--- config.mk ---
export PLATFORM = sky130hd
export DESIGN_NAME = apsp_ctrl
export DESIGN_NICKNAME = d
export VERILOG_FILES = /design/src/sv/apsp_pkg.sv /design/src/sv/apsp_ctrl.sv
export SDC_FILE = /design/constraint.sdc
export NUM_CORES = 1
export LEC_CHECK = 0
export BUFFER_PORTS_ARGS = -buffer_cell sky130_fd_sc_hd__buf_2
export CELL_PAD_IN_SITES_DETAIL_PLACEMENT = 0
export CELL_PAD_IN_SITES_GLOBAL_PLACEMENT = 2
export CORE_ASPECT_RATIO = 1.2
export CORE_UTILIZATION = 30
export CTS_BUF_LIST = sky130_fd_sc_hd__clkbuf_8
export CTS_CLUSTER_DIAMETER = 60
export DETAILED_ROUTE_END_ITERATION = 8
export GPL_TIMING_DRIVEN = 0
export PLACE_DENSITY = 0.82
export SLEW_MARGIN = 15
export SYNTH_ARGS = -nofsm -noshare
export SYNTH_HDL_FRONTEND = slang
export SYNTH_SLANG_ARGS = --single-unit
--- constraint.sdc ---
create_clock -name clk -period 2.9 [get_ports clk]
set_input_delay 0.145 -clock clk [delete_from_list [all_inputs] [get_ports clk]]
set_output_delay 0.145 -clock clk [all_outputs]
set_load 0.05 [all_outputs]
--- src/sv/apsp_pkg.sv ---
package apsp_pkg;

  localparam int COORD_IN_W = 12;
  localparam int IDX_IN_W   = 6;
  localparam int DIST_W     = 20;
  localparam int VIA_W      = 6;
  localparam int TOT_W      = 7;
  localparam int LIM_W      = 13;

  localparam logic [DIST_W-1:0] DIST_INF    = '1;
  localparam logic [LIM_W-1:0]  LIMIT_RESET = LIM_W'(25);

  typedef enum logic [1:0] {
    CMD_LOAD  = 2'd0,
    CMD_SOLVE = 2'd1,
    CMD_READ  = 2'd2,
    CMD_CLEAR = 2'd3
  } apsp_op_t;

  typedef enum logic [1:0] {
    RES_SOLVED  = 2'd0,
    RES_READ_OK = 2'd1,
    RES_ERROR   = 2'd2
  } apsp_res_t;

  typedef enum logic [1:0] {
    EM_NONE,
    EM_SOLVE,
    EM_READ,
    EM_ERR
  } apsp_emit_t;

  typedef enum logic [3:0] {
    ST_IDLE,
    ST_READ,
    ST_BLD_RD,
    ST_BLD_MUL,
    ST_BLD_SUM,
    ST_BLD_SQRT,
    ST_BLD_WR,
    ST_FW_IK,
    ST_FW_CHK,
    ST_FW_RD,
    ST_FW_WR,
    ST_DONE
  } apsp_state_t;

  typedef struct packed {
    logic       ld_point;
    logic       clr_cnt;
    logic       rd_req;
    logic       sq_mul;
    logic       sq_init;
    logic       sq_step;
    logic       bld_wr;
    logic       fw_ik;
    logic       fw_chk;
    logic       fw_rd;
    logic       fw_wr;
    apsp_emit_t emit;
  } apsp_cmd_t;

  typedef struct packed {
    logic full;
    logic rd_ok;
    logic dik_inf;
    logic sq_done;
    logic out_free;
  } apsp_sts_t;

endpackage

--- src/sv/apsp_ctrl.sv ---
module apsp_ctrl import apsp_pkg::*; #(
  parameter int MAX_VERTICES = 64,
  localparam int IDX_W = $clog2(MAX_VERTICES),
  localparam int CNT_W = $clog2(MAX_VERTICES + 1)
) (
  input  logic             clk,
  input  logic             rst_n,
  input  logic             in_valid,
  input  logic [1:0]       in_command,
  output logic             in_ready,
  input  apsp_sts_t        sts,
  input  logic [CNT_W-1:0] cnt,
  output apsp_cmd_t        cmd,
  output logic [IDX_W-1:0] i_idx,
  output logic [IDX_W-1:0] j_idx,
  output logic [IDX_W-1:0] k_idx
);

  apsp_state_t      state_r, state_nxt;
  logic [IDX_W-1:0] i_r, i_nxt, j_r, j_nxt, k_r, k_nxt;
  logic             accept, i_last, j_last, k_last, adv_i;

  assign accept = in_valid && in_ready;
  assign i_last = (CNT_W'(i_r) + CNT_W'(1)) == cnt;
  assign j_last = (CNT_W'(j_r) + CNT_W'(1)) == cnt;
  assign k_last = (CNT_W'(k_r) + CNT_W'(1)) == cnt;
  assign i_idx  = i_r;
  assign j_idx  = j_r;
  assign k_idx  = k_r;

  always_ff @(posedge clk) begin
    if (!rst_n) begin
      state_r <= ST_IDLE;
      i_r     <= '0;
      j_r     <= '0;
      k_r     <= '0;
    end else begin
      state_r <= state_nxt;
      i_r     <= i_nxt;
      j_r     <= j_nxt;
      k_r     <= k_nxt;
    end
  end

  always_comb begin
    state_nxt = state_r;
    i_nxt     = i_r;
    j_nxt     = j_r;
    k_nxt     = k_r;
    adv_i     = 1'b0;
    case (state_r)
      ST_IDLE: begin
        if (accept && in_command == CMD_SOLVE) begin
          i_nxt     = '0;
          j_nxt     = '0;
          k_nxt     = '0;
          state_nxt = (cnt == '0) ? ST_DONE : ST_BLD_RD;
        end else if (accept && in_command == CMD_READ && sts.rd_ok) begin
          state_nxt = ST_READ;
        end
      end
      ST_READ:    state_nxt = ST_IDLE;
      ST_BLD_RD:  state_nxt = ST_BLD_MUL;
      ST_BLD_MUL: state_nxt = ST_BLD_SUM;
      ST_BLD_SUM: state_nxt = ST_BLD_SQRT;
      ST_BLD_SQRT: begin
        if (sts.sq_done) state_nxt = ST_BLD_WR;
      end
      ST_BLD_WR: begin
        if (j_last) begin
          j_nxt = '0;
          if (i_last) begin
            i_nxt     = '0;
            state_nxt = ST_FW_IK;
          end else begin
            i_nxt     = i_r + IDX_W'(1);
            state_nxt = ST_BLD_RD;
          end
        end else begin
          j_nxt     = j_r + IDX_W'(1);
          state_nxt = ST_BLD_RD;
        end
      end
      ST_FW_IK: state_nxt = ST_FW_CHK;
      ST_FW_CHK: begin
        // row i has no path to k: nothing in it can improve
        if (sts.dik_inf) begin
          adv_i = 1'b1;
        end else begin
          j_nxt     = '0;
          state_nxt = ST_FW_RD;
        end
      end
      ST_FW_RD: state_nxt = ST_FW_WR;
      ST_FW_WR: begin
        if (j_last) begin
          adv_i = 1'b1;
        end else begin
          j_nxt     = j_r + IDX_W'(1);
          state_nxt = ST_FW_RD;
        end
      end
      ST_DONE: state_nxt = ST_IDLE;
      default: state_nxt = ST_IDLE;
    endcase
    if (adv_i) begin
      if (i_last) begin
        i_nxt = '0;
        if (k_last) begin
          state_nxt = ST_DONE;
        end else begin
          k_nxt     = k_r + IDX_W'(1);
          state_nxt = ST_FW_IK;
        end
      end else begin
        i_nxt     = i_r + IDX_W'(1);
        state_nxt = ST_FW_IK;
      end
    end
  end

  always_comb begin
    cmd      = '0;
    cmd.emit = EM_NONE;
    in_ready = (state_r == ST_IDLE) && sts.out_free;
    case (state_r)
      ST_IDLE: begin
        if (accept) begin
          case (in_command)
            CMD_LOAD: begin
              if (sts.full) cmd.emit = EM_ERR;
              else cmd.ld_point = 1'b1;
            end
            CMD_READ: begin
              if (sts.rd_ok) cmd.rd_req = 1'b1;
              else cmd.emit = EM_ERR;
            end
            CMD_CLEAR: cmd.clr_cnt = 1'b1;
            default: ;
          endcase
        end
      end
      ST_READ:     cmd.emit    = EM_READ;
      ST_BLD_MUL:  cmd.sq_mul  = 1'b1;
      ST_BLD_SUM:  cmd.sq_init = 1'b1;
      ST_BLD_SQRT: cmd.sq_step = 1'b1;
      ST_BLD_WR:   cmd.bld_wr  = 1'b1;
      ST_FW_IK:    cmd.fw_ik   = 1'b1;
      ST_FW_CHK:   cmd.fw_chk  = 1'b1;
      ST_FW_RD:    cmd.fw_rd   = 1'b1;
      ST_FW_WR:    cmd.fw_wr   = 1'b1;
      ST_DONE:     cmd.emit    = EM_SOLVE;
      default: ;
    endcase
  end

`ifndef SYNTHESIS
  a_wr_after_sqrt: assert property (@(posedge clk) disable iff (!rst_n)
    state_r == ST_BLD_WR |-> $past(state_r) == ST_BLD_SQRT)
    else $error("table entry written without finished root");

  a_solve_start: assert property (@(posedge clk) disable iff (!rst_n)
    (accept && in_command == CMD_SOLVE && cnt != '0) |=> state_r == ST_BLD_RD)
    else $error("solve did not start table build");

  a_col_in_range: assert property (@(posedge clk) disable iff (!rst_n)
    (state_r == ST_FW_WR || state_r == ST_BLD_WR) |-> CNT_W'(j_r) < cnt)
    else $error("column index beyond loaded vertices");
`endif

endmodule

Word level (Yosys, flattened, before mapping):

Index checks and enable logic that the tools add are counted.

* input bits: 17
* output and inout port bits: 32
* logic and storage cells: 98
* register bits: 22

* multiplexer cells: 49
* eq/ne operators: 26
* reduce and logical (&&, ||, !) cells: 13
* $add $sub $neg: 6

Operators with widths (number)
* two-way mux 6 bit: 12
* two-way mux 4 bit: 10
* one-hot mux 4 bit (10 select lines): 1
* one-hot mux 6 bit (4 select lines): 1
* adder 6 x 1 -> 7 bit, second input constant: 3
* == test 7 bit: 3
* adder 6 x 1 -> 6 bit, second input constant: 3
* == test 4 x 3 -> 1 bit, second input constant: 4
* == test 4 bit, second input constant: 4
* two-way mux 1 bit: 15
* != test 3 bit, second input constant: 5
* one-hot mux 6 bit (2 select lines): 1
* two-way mux 3 bit: 3
* == test 4 x 2 -> 1 bit, second input constant: 2
* AND reduction 4 bit: 2
* zero test 7 bit: 1
* two-way mux 2 bit: 3
* != test 2 bit, second input constant: 3
* one-hot mux 2 bit (3 select lines): 1
* logical AND 1 bit: 5
* == test 2 bit, second input constant: 2
* == test 4 x 1 -> 1 bit, second input constant: 1
* zero test 4 bit: 1
* != test 4 bit, second input constant: 1
* other kinds (7): 7

Depth between registers and ports, before layout:

Gate-level depths: netlist of the first run.

* word-level depth: 9
* gate-level depth with buffers: 10
* mapped depth without buffers: 8

Worst setup path before layout of the first run:

No wires, ideal clock.

* kind: flip-flop to flip-flop
* start: register i_r[3], in the netlist i_idx[3]
* end: register k_r[3], in the netlist k_idx[3]
* cell stages (with the launch flop): 9
* clock period less this slack: 2.819 ns
* arrival time: 2.754 ns
* library setup time: 0.065 ns
* buffers on the path: 1
* data required time: 2.835 ns
* path slack: 0.081 ns
* cell sequence: dfxtp_1 > buf_4 > and4_4 > a21boi_1 > or4_4 > a221oi_4 > nor4b_4 > mux2_1 > nor2_1

* cells in the longest elaborated chain, start to end: 4

RTL lines
* start, declared: RTL line apsp_ctrl.sv:20 `logic [IDX_W-1:0] i_r, i_nxt, j_r, j_nxt, k_r, k_nxt;`
* start signal, assigned: RTL line apsp_ctrl.sv:39 `i_r <= i_nxt;`
* adder 6 x 1 -> 7 bit: RTL line apsp_ctrl.sv:24 `assign i_last = (CNT_W'(i_r) + CNT_W'(1)) == cnt;`
* == test 7 bit: RTL line apsp_ctrl.sv:24
* two-way mux 6 bit: RTL line apsp_ctrl.sv:107 `if (i_last) begin`
* two-way mux 6 bit: RTL line apsp_ctrl.sv:106 `if (adv_i) begin`
* end signal, assigned: RTL line apsp_ctrl.sv:41 `k_r <= k_nxt;`
* end, declared: RTL line apsp_ctrl.sv:20

Every way passes these cells.
A chain may end at the register's enable or synchronous reset.

Worst setup path after layout of the first run:

* start: register state_r[0]
* end: register i_r[2], in the netlist i_idx[2]

* cells in the longest elaborated chain, start to end: 6
* elaborated cells between the ends (all ways): 14
* classes of those cells: eq/ne: 5; mux: 3; reduce/logical: 6

RTL lines
* start, declared: RTL line apsp_ctrl.sv:19 `apsp_state_t state_r, state_nxt;`
* start signal, assigned: RTL line apsp_ctrl.sv:38 `state_r <= state_nxt;`
* branches (longest 6 deep; another with == test 4 bit)

Several ways; the timed one is not identified.

==> impl_results.md, run 1 <==
- Data arrival time of the worst path: 2.82 ns
- Critical path type: register to register
- GPL Wtd Cong: 0.807
- Placed inst area: 2310 sq um
- H-tree depth: 1
- Hold depth: 2
- Tmin final: 2.65 ns
- Final wirelength: 5800 microns
- Floorplan core area: 6410 sq um
- Worst Path Max Fanout: 9
- Crit end category: register
- Synth top cells by count: dfxtp_1, a21oi_1, nand2_1, nor2_1, nor3_1
- Total power: 0.860 mW
- Fillers: 710
- # clock sinks: 22
- Synth Register Bits: 22
- Main synth FF type: dfxtp_1
- CTS Root Cell: clkbuf_8
- Area contributors post-synth: dfxtp_1, xnor2_1, a21oi_1
- Layout area overhead: 22.5%
- Fmax: 377 MHz
- Initial Util: 0.309
- FFs w/ async S/R, synth: 0
- Final setup fails: 0
- Clk_skew: 0.0106 ns
- Synth cell types: 60
- Number of synthesized flops with an enable pin: 0
- WP data required: 3.07 ns
- Drt drc: 0
- Clk buf depth: 2
- Fin crit share: 0.914
- FP Rows: 32
- Max cap viols: 0
- Die area: 6920 sq um
- Vias in the first global route: 1898
- Syn nets: 275
- Avg Cell Area, Syn: 7.75 sq um
- Non-filler instance count after layout: 390
- Hpwl dp: 4420 microns
- Die span in y: 90.9 microns
- Peak VDD IR: 193 uV
- Via count: 2060
- Total gr overflow: 0
- Post-synth top area share: 0.223
- Area occupied by multi-input gates: 1470 sq um
- Worst reg2reg path depth: 7
- First-pass GRT wire length: 9470 microns
- Antenna violations before repair: 0
- # IOs: 49
- Skew-Pair Late Insertion Delay: 0.27 ns
- Share of post-route cells with drive strength above 1: 0.256
- Power Density: 355 nW/um^2
- Synth Instances: 255
- Fin. max-slew vios: 0
- Diodes inserted: 0
- CTS tree: built
- Final hold viol count: 0
- Placed cell count: 385
- Clk slew on worst S/H paths: 0.09 ns
- Port Buffers: 45
- Die Wd: 76.1 microns
- Finished Cell Area: 2420 sq um
- Most common cell in the netlist: dfxtp_1
- Slew headroom: 0.577
- Routed Antenna Nets: 0
- Synthesized area: 1980 sq um
- Largest net degree at the start of global routing: 13
- Number of DRC markers in iteration 0: 84
- Hold/Removal Path Class: input port to register
- Outcome: complete, no violations
- Leakage: 0.995 nW
- YS warnings: 0
- Pre-antenna DRT Iters: 4
- GRT Overall Usage: 0.171
- Register area share after synthesis: 0.223
- Nets: 326
- Cell taking the most area after synthesis: dfxtp_1
- CTS Buf Count: 3
- RSZ-0062 raised after global routing: no
- Register area: 440 sq um
- CP Launch Type: register
- Via-to-Cell Ratio: 5.28
- Worst-Margin Slew: 0.631 ns
- Post-detailed-route wirelength per cell: 14.9 microns
==> cell type report <==
type                    instances  area share
multi-input cells             206       0.606
flip-flops and latches         22       0.182
repair buffers                 46      0.0961
well taps                      85      0.0439
plain buffers                  15      0.0305
clock buffers                   4      0.0227
inverters                      12      0.0186
==> power breakdown <==
| group | internal [mW] | switching (mW) |
|---|---|---|
| registers | 0.310 | 0.00834 |
| clock network | 0.121 | 0.112 |
| logic | 0.0995 | 0.209 |
| total | 0.531 | 0.330 |
==> stage by stage <==
| stage | hold WS [ns] | utilization | setup WS [ns] | TNS (ns) |
|---|---|---|---|---|
| 4_1_cts | 0.232 | 0.371 | 0.110 | 0 |
| 2_1_floorplan | 0.272 | - | 0.0812 | 0 |
| 3_5_place_dp | 0.517 | 0.360 | -0.0415 | -0.183 |
| 5_1_grt | 0.220 | 0.378 | 0.0111 | 0 |
| 3_3_place_gp | 0.510 | 0.360 | -0.0269 | -0.0933 |
| 6_report | 0.226 | 0.378 | 0.250 | 0 |
==> registers in the layout, indices dropped and copies added, names as in the netlist <==
name	flops
j_idx	6
i_idx	6
state_r	4
k_idx	6
==> layout by cell type, fill, tap and decap left out, drive strengths merged, types with 4 or more instances in the layout <==
cell type  count
a21oi         19
a21o           4
nor3          14
dfxtp         22
nor2          18
clkbuf        11
o21ai         11
nor2b          7
xnor2         12
o211ai         4
a22o           4
or3            4
nor4           4
nand2         18
xor2           9
nand4          4
and3           4
a211oi         7
buf           54
nand3         11
a31oi          4
nand2b         4
inv           12
==> critical path, cell delays in order (launching register included) <==
cell     delay, ns
dfxtp_1       0.30
buf_2         0.18
nor4_4        0.39
nand3_1       0.26
or3b_1        0.53
a21oi_1       0.23
a31oi_1       0.26
a221o_1       0.41
==> logic make-up after synthesis <==
family,synth area share
buffers and inverters,0.0595
and+or+nand+nor,0.303
xor gates and xnor gates,0.0930
muxes,0.0215
AOI/OAI and AO/OA,0.281
DFF,0.223
adders and majority gates,0.0190
==> layer usage <==
metal,vias up,track usage,wire length [microns],share of wire
met1,959,0.220,2610,0.45
met5,-,0,0,0
li1,1044,-,-,-
met3,6,0.0141,194,0.033
met4,0,0.0561,69,0.012
met2,51,0.300,2930,0.50
==> worst paths after layout <==
path / startpoint / slack (ns) / end
setup / recovery: state_r[0] / 0.25 / i_idx[2]
hold / removal: rst_n / 0.23 / state_r[1]
setup reg to reg: state_r[0] / 0.25 / i_idx[2]
hold reg to reg: i_idx[5] / 0.56 / i_idx[5]
==> timing repair <==
item,CTS,global route
pin swaps,1,0
buffers inserted,1,0
resized for setup,1,9
endpoints found under the setup margin,7,18
hold buffers,0,0
(Power assumes the default switching activity.)
==> run 2: changes to the inputs <==
--- a/config.mk
+++ b/config.mk
@@ -15,6 +15,7 @@
 export DETAILED_ROUTE_END_ITERATION = 8
 export GPL_TIMING_DRIVEN = 0
 export PLACE_DENSITY = 0.82
+export RECOVER_POWER = 25
 export SLEW_MARGIN = 15
 export SYNTH_ARGS = -nofsm -noshare
 export SYNTH_HDL_FRONTEND = slang
==> run 2 against run 1 <==
Against the previous run:
- fmax rose by 0.20%
- non-clock buffer count did not move
- cell count did not move
- power barely moved
- global-route usage did not move
- utilization fell by 0.25 points
- sequential cell count did not move
- die area did not move
- worst hold slack improved by 0.00059 ns
- wire length rose by 0.33%
- critical path type unchanged
- highest routed layer unchanged
==> impl_results.md, run 2 (synthesis gave the netlist of run 1 again) <==
- Critical Path Sink: i_idx[2]
- WP data required: 3.07 ns
- Via count: 2071
- # clock sinks: 22
- Final hold viol count: 0
- Floorplan core area: 6410 sq um
- Port Buffers: 45
- Vias in the first global route: 1898
- Finished Cell Area: 2410 sq um
- Fin crit share: 0.912
- Share of post-route cells with drive strength above 1: 0.213
- Data arrival time of the worst path: 2.82 ns
- Die span in y: 90.9 microns
- Area occupied by multi-input gates: 1470 sq um
- GRT Overall Usage: 0.171
- Crit end category: register
- Worst reg2reg path depth: 7
- Clk slew on worst S/H paths: 0.09 ns
- Layout area overhead: 21.7%
- Placed cell count: 385
- Met1 wire length: 2580 microns
- Tmin final: 2.65 ns
- # IOs: 49
- Reg2Reg Capture Point: i_idx[2]
- Placed inst area: 2310 sq um
- H-tree depth: 1
- Final core occ: 0.376
- Hold depth: 2
- Register area: 440 sq um
- Diodes inserted: 0
- Worst-Margin Slew: 0.621 ns
- Post-CTS Hold Buffers: 0
- Via-to-Cell Ratio: 5.31
- FP Rows: 32
- Worst Path Max Fanout: 9
- Met2 WL post-DR: 2940 microns
- Total gr overflow: 0
- Total power: 0.860 mW
- Post-detailed-route wirelength per cell: 14.9 microns
- Final setup fails: 0
- Leakage: 0.938 nW
- Commonest non-fill, non-tap cell in the layout: buf_2
- Outcome: complete, no violations
- Pre-antenna DRT Iters: 4
- Worst r2r src: state_r[0]
- Peak VDD IR: 193 uV
- Final wirelength: 5820 microns
- Skew-Pair Late Insertion Delay: 0.27 ns
- Hold/Removal Path Class: input port to register
- Die area: 6920 sq um
- Wire length on met3: 235 microns
- Clk_skew: 0.0107 ns
- Power Density: 358 nW/um^2
- Fmax: 378 MHz
- Slew headroom: 0.584
- Routed Antenna Nets: 0
- Fin. max-slew vios: 0
- Drt drc: 0
- Top sig layer: met4
- R2r setup slk: 0.25 ns
- Number of DRC markers in iteration 0: 82
- Setup TNS Final: 0 ns
- CTS Buf Count: 3
- CP Launch Type: register
- First-pass GRT wire length: 9470 microns
- RSZ-0062 raised after global routing: no
- Max cap viols: 0
- Clk buf depth: 2
- CTS tree: built
- CTS Root Cell: clkbuf_8
- Worst Setup SP: state_r[0]
- GPL Wtd Cong: 0.807
- Initial Util: 0.309
- Commonest cells after routing, fill and taps aside: buf_2, dfxtp_1, clkbuf_1
- Non-filler instance count after layout: 390
- Fillers: 712
- Critical path type: register to register
- Hpwl dp: 4420 microns
- Nets: 326
- Antenna violations before repair: 0
- Die Wd: 76.1 microns
- Largest net degree at the start of global routing: 13
-- run 2: cell types whose count changed in the layout (fill, tap and decap cells not counted), sizes merged --
cell    before  now
buf         54   41
clkbuf      11   24
-- run 2: worst min-delay path by stage --
stage	startpoint	end	slack, ns
2_1_floorplan	rst_n	state_r[3]	0.27
3_3_place_gp	rst_n	state_r[3]	0.51
3_5_place_dp	rst_n	state_r[1]	0.52
4_1_cts	rst_n	state_r[1]	0.23
5_1_grt	rst_n	state_r[1]	0.22
6_report	rst_n	state_r[1]	0.23
-- run 2: area by class of cell --
| type | count | share of cell area |
|---|---|---|
| Multi-Input combinational cell | 206 | 0.611 |
| Tap cell | 85 | 0.0442 |
| Clock buffer | 4 | 0.0229 |
| Inverter | 12 | 0.0187 |
| Timing Repair Buffer | 46 | 0.0900 |
| Buffer | 15 | 0.0307 |
| Sequential cell | 22 | 0.183 |
-- run 2: repair_timing --
item,in CTS,in global routing
buffers inserted,1,0
setup endpoints to repair,7,18
resized for setup,1,9
pin swaps,1,0
-- run 2: where the power goes --
| group | switching (mW) | internal [mW] | leakage [nW] |
|---|---|---|---|
| registers | 0.00836 | 0.310 | 0.177 |
| logic | 0.209 | 0.0995 | 0.732 |
| clock network | 0.112 | 0.121 | 0.0288 |
-- run 2: routing by layer --
| metal | up-vias | GRT usage |
|---|---|---|
| li1 | 1046 | - |
| met1 | 965 | 0.220 |
| met2 | 54 | 0.300 |
| met3 | 6 | 0.0141 |
| met4 | 0 | 0.0561 |
| met5 | - | 0 |
-- run 2: critical path, cell delays in order, from the launching register on --
cell and delay [ns]:
dfxtp_1 0.30, buf_2 0.18, nor4_4 0.39, nand3_1 0.26
or3b_1 0.53, a21oi_1 0.23, a31oi_1 0.25, a221o_1 0.40
-- run 2: through the flow --
step                      hold slack, ns  setup slack [ns]
after global placement             0.510           -0.0269
after floorplan                    0.272            0.0812
after global routing               0.220            0.0111
after CTS                          0.232             0.110
final                              0.226             0.255
after detailed placement           0.517           -0.0415
==> run 3: changes to the inputs <==
--- a/config.mk
+++ b/config.mk
@@ -8,7 +8,7 @@
 export BUFFER_PORTS_ARGS = -buffer_cell sky130_fd_sc_hd__buf_2
 export CELL_PAD_IN_SITES_DETAIL_PLACEMENT = 0
 export CELL_PAD_IN_SITES_GLOBAL_PLACEMENT = 2
-export CORE_ASPECT_RATIO = 1.2
+export CORE_ASPECT_RATIO = 1.5
 export CORE_UTILIZATION = 30
 export CTS_BUF_LIST = sky130_fd_sc_hd__clkbuf_8
 export CTS_CLUSTER_DIAMETER = 60
==> run 3 against run 2 <==
Against the previous run:
- cell count is 2.3% lower
- clock-buffer cell count stayed put
- first-iteration DRC count is 29% lower
- die area hardly changed
- power is 0.65% lower
- wire length is 1.1% higher
- sequential share of layout area hardly changed
- setup slack worse by 0.0017 ns
- combinational power is 1% lower
- clock power hardly changed
- utilization is 0.82 points higher
==> impl_results.md, run 3 (synthesis gave the netlist of run 1 again) <==
- Outcome: complete, no violations
- Share of post-route cells with drive strength above 1: 0.215
- Skew-Pair Late Insertion Delay: 0.27 ns
- Logic pwr share: 0.357
- Worst-Margin Slew: 0.604 ns
- Worst Path Max Fanout: 7
- Final WS setup: 0.253 ns
- Hpwl dp: 4610 microns
- Diodes inserted: 0
- Die area: 6920 sq um
- Setup Slack @ Placement: 0.00773 ns
- H-tree depth: 1
- Slew headroom: 0.597
- Antenna violations before repair: 0
- Number of DRC markers in iteration 0: 58
- Final hold viol count: 0
- Crit end category: register
- Initial Util: 0.316
- Power Density: 356 nW/um^2
- Total gr overflow: 0
- Clk_skew: 0.00529 ns
- Floorplan core area: 6260 sq um
- Max cap viols: 0
- R2r setup slk: 0.25 ns
- Fmax: 378 MHz
- Peak VDD IR: 193 uV
- Port Buffers: 45
- Critical path type: register to register
- Final wirelength: 5890 microns
- Die span in y: 101 microns
- Post-CTS Hold Buffers: 0
- Worst reg2reg path depth: 8
- Clock network power share: 0.271
- Reg power frac: 0.372
- Post-detailed-route wirelength per cell: 15.5 microns
- Commonest non-fill, non-tap cell in the layout: buf_2
- Layout area overhead: 21.6%
- Reg2Reg Capture Point: k_idx[3]
- Final setup fails: 0
- Fin crit share: 0.913
- Nets: 328
- Die Wd: 68.3 microns
- Data arrival time of the worst path: 2.86 ns
- Hold path startpoint: rst_n
- Via-to-Cell Ratio: 5.39
- CTS Buf Count: 3
- Tmin final: 2.65 ns
- Leakage: 0.947 nW
- Largest net degree at the start of global routing: 13
- GPL Wtd Cong: 0.796
- Register area: 440 sq um
- Drt drc: 0
- Clk slew on worst S/H paths: 0.09 ns
- Final core occ: 0.384
- CTS tree: built
- # clock sinks: 22
- Fin. max-slew vios: 0
- Hold depth: 3
- Area occupied by multi-input gates: 1470 sq um
- Routed Antenna Nets: 0
- Clk buf depth: 2
- Pre-antenna DRT Iters: 4
- GRT Overall Usage: 0.183
- Pint: 0.529 mW
- Commonest cells after routing, fill and taps aside: buf_2, dfxtp_1, clkbuf_1, a21oi_1
- Fillers: 680
- Vias in the first global route: 2020
- Hold/Removal Path Class: input port to register
- Sw Share: 0.380
- Hold path endpoint: state_r[3]
- Worst r2r src: i_idx[0]
- Switching power of the nets: 0.325 mW
- # IOs: 49
- RSZ-0062 raised after global routing: no
- WP data required: 3.11 ns
- CTS Root Cell: clkbuf_8
- CP Launch Type: register
- Setup TNS Final: 0 ns
- Via count: 2054
- FP Rows: 35
- First-pass GRT wire length: 9720 microns
-- run 3: power groups by stage --
stage / sequential, mW / combinational [mW] / clock [mW]
after floorplan: 0.322 / 0.220 / 0
after detailed placement: 0.324 / 0.296 / 0
final: 0.318 / 0.305 / 0.232
after global placement: 0.324 / 0.300 / 0
after CTS: 0.317 / 0.298 / 0.238
after global routing: 0.319 / 0.338 / 0.248
-- run 3: final cells by class --
class,instances,share of cell area
Tap cell,74,0.0385
Sequential cell,22,0.183
Inverter,12,0.0187
Buffer,15,0.0307
Timing Repair Buffer,48,0.0963
Multi-Input combinational cell,206,0.610
Clock buffer,4,0.0229
-- run 3: layer usage --
metal,track usage,share of wire
met1,0.223,0.44
met2,0.324,0.52
met3,0.0169,0.031
met4,0.0625,0.013
met5,0,0
-- run 3: what timing repair did --
item,CTS,global route
endpoints found under the setup margin,6,18
pin swaps,0,1
hold endpoints to repair,0,0
gates resized for setup,1,8
buffers inserted,0,3
-- run 3: worst max-delay path by stage --
stage | from | end | slack, ns
2_1_floorplan | i_idx[3] | k_idx[3] | 0.08
3_3_place_gp | j_idx[0] | i_idx[0] | -0.04
3_5_place_dp | j_idx[0] | i_idx[0] | 0.008
4_1_cts | j_idx[0] | k_idx[3] | 0.003
5_1_grt | state_r[0] | i_idx[4] | 0.002
6_report | i_idx[0] | k_idx[3] | 0.25
-- run 3: critical path, cell delays in order, from the launching register on --
cell and delay, ns:
dfxtp_1 0.45, ha_1 0.34, nand3_1 0.15, or3_1 0.36
a221oi_4 0.45, nor4b_4 0.29, buf_4 0.16, mux2_1 0.30
nor2_1 0.08
-- run 3: stage by stage --
stage | instance area, sq um | hold WS [ns] | power, mW | instances
final | 2400 | 0.210 | 0.855 | 381
after global routing | 2400 | 0.223 | 0.905 | 381
after CTS | 2350 | 0.215 | 0.852 | 378
after detailed placement | 2290 | 0.504 | 0.620 | 374
after global placement | 2290 | 0.515 | 0.624 | 374
after floorplan | 1980 | 0.272 | 0.542 | 255
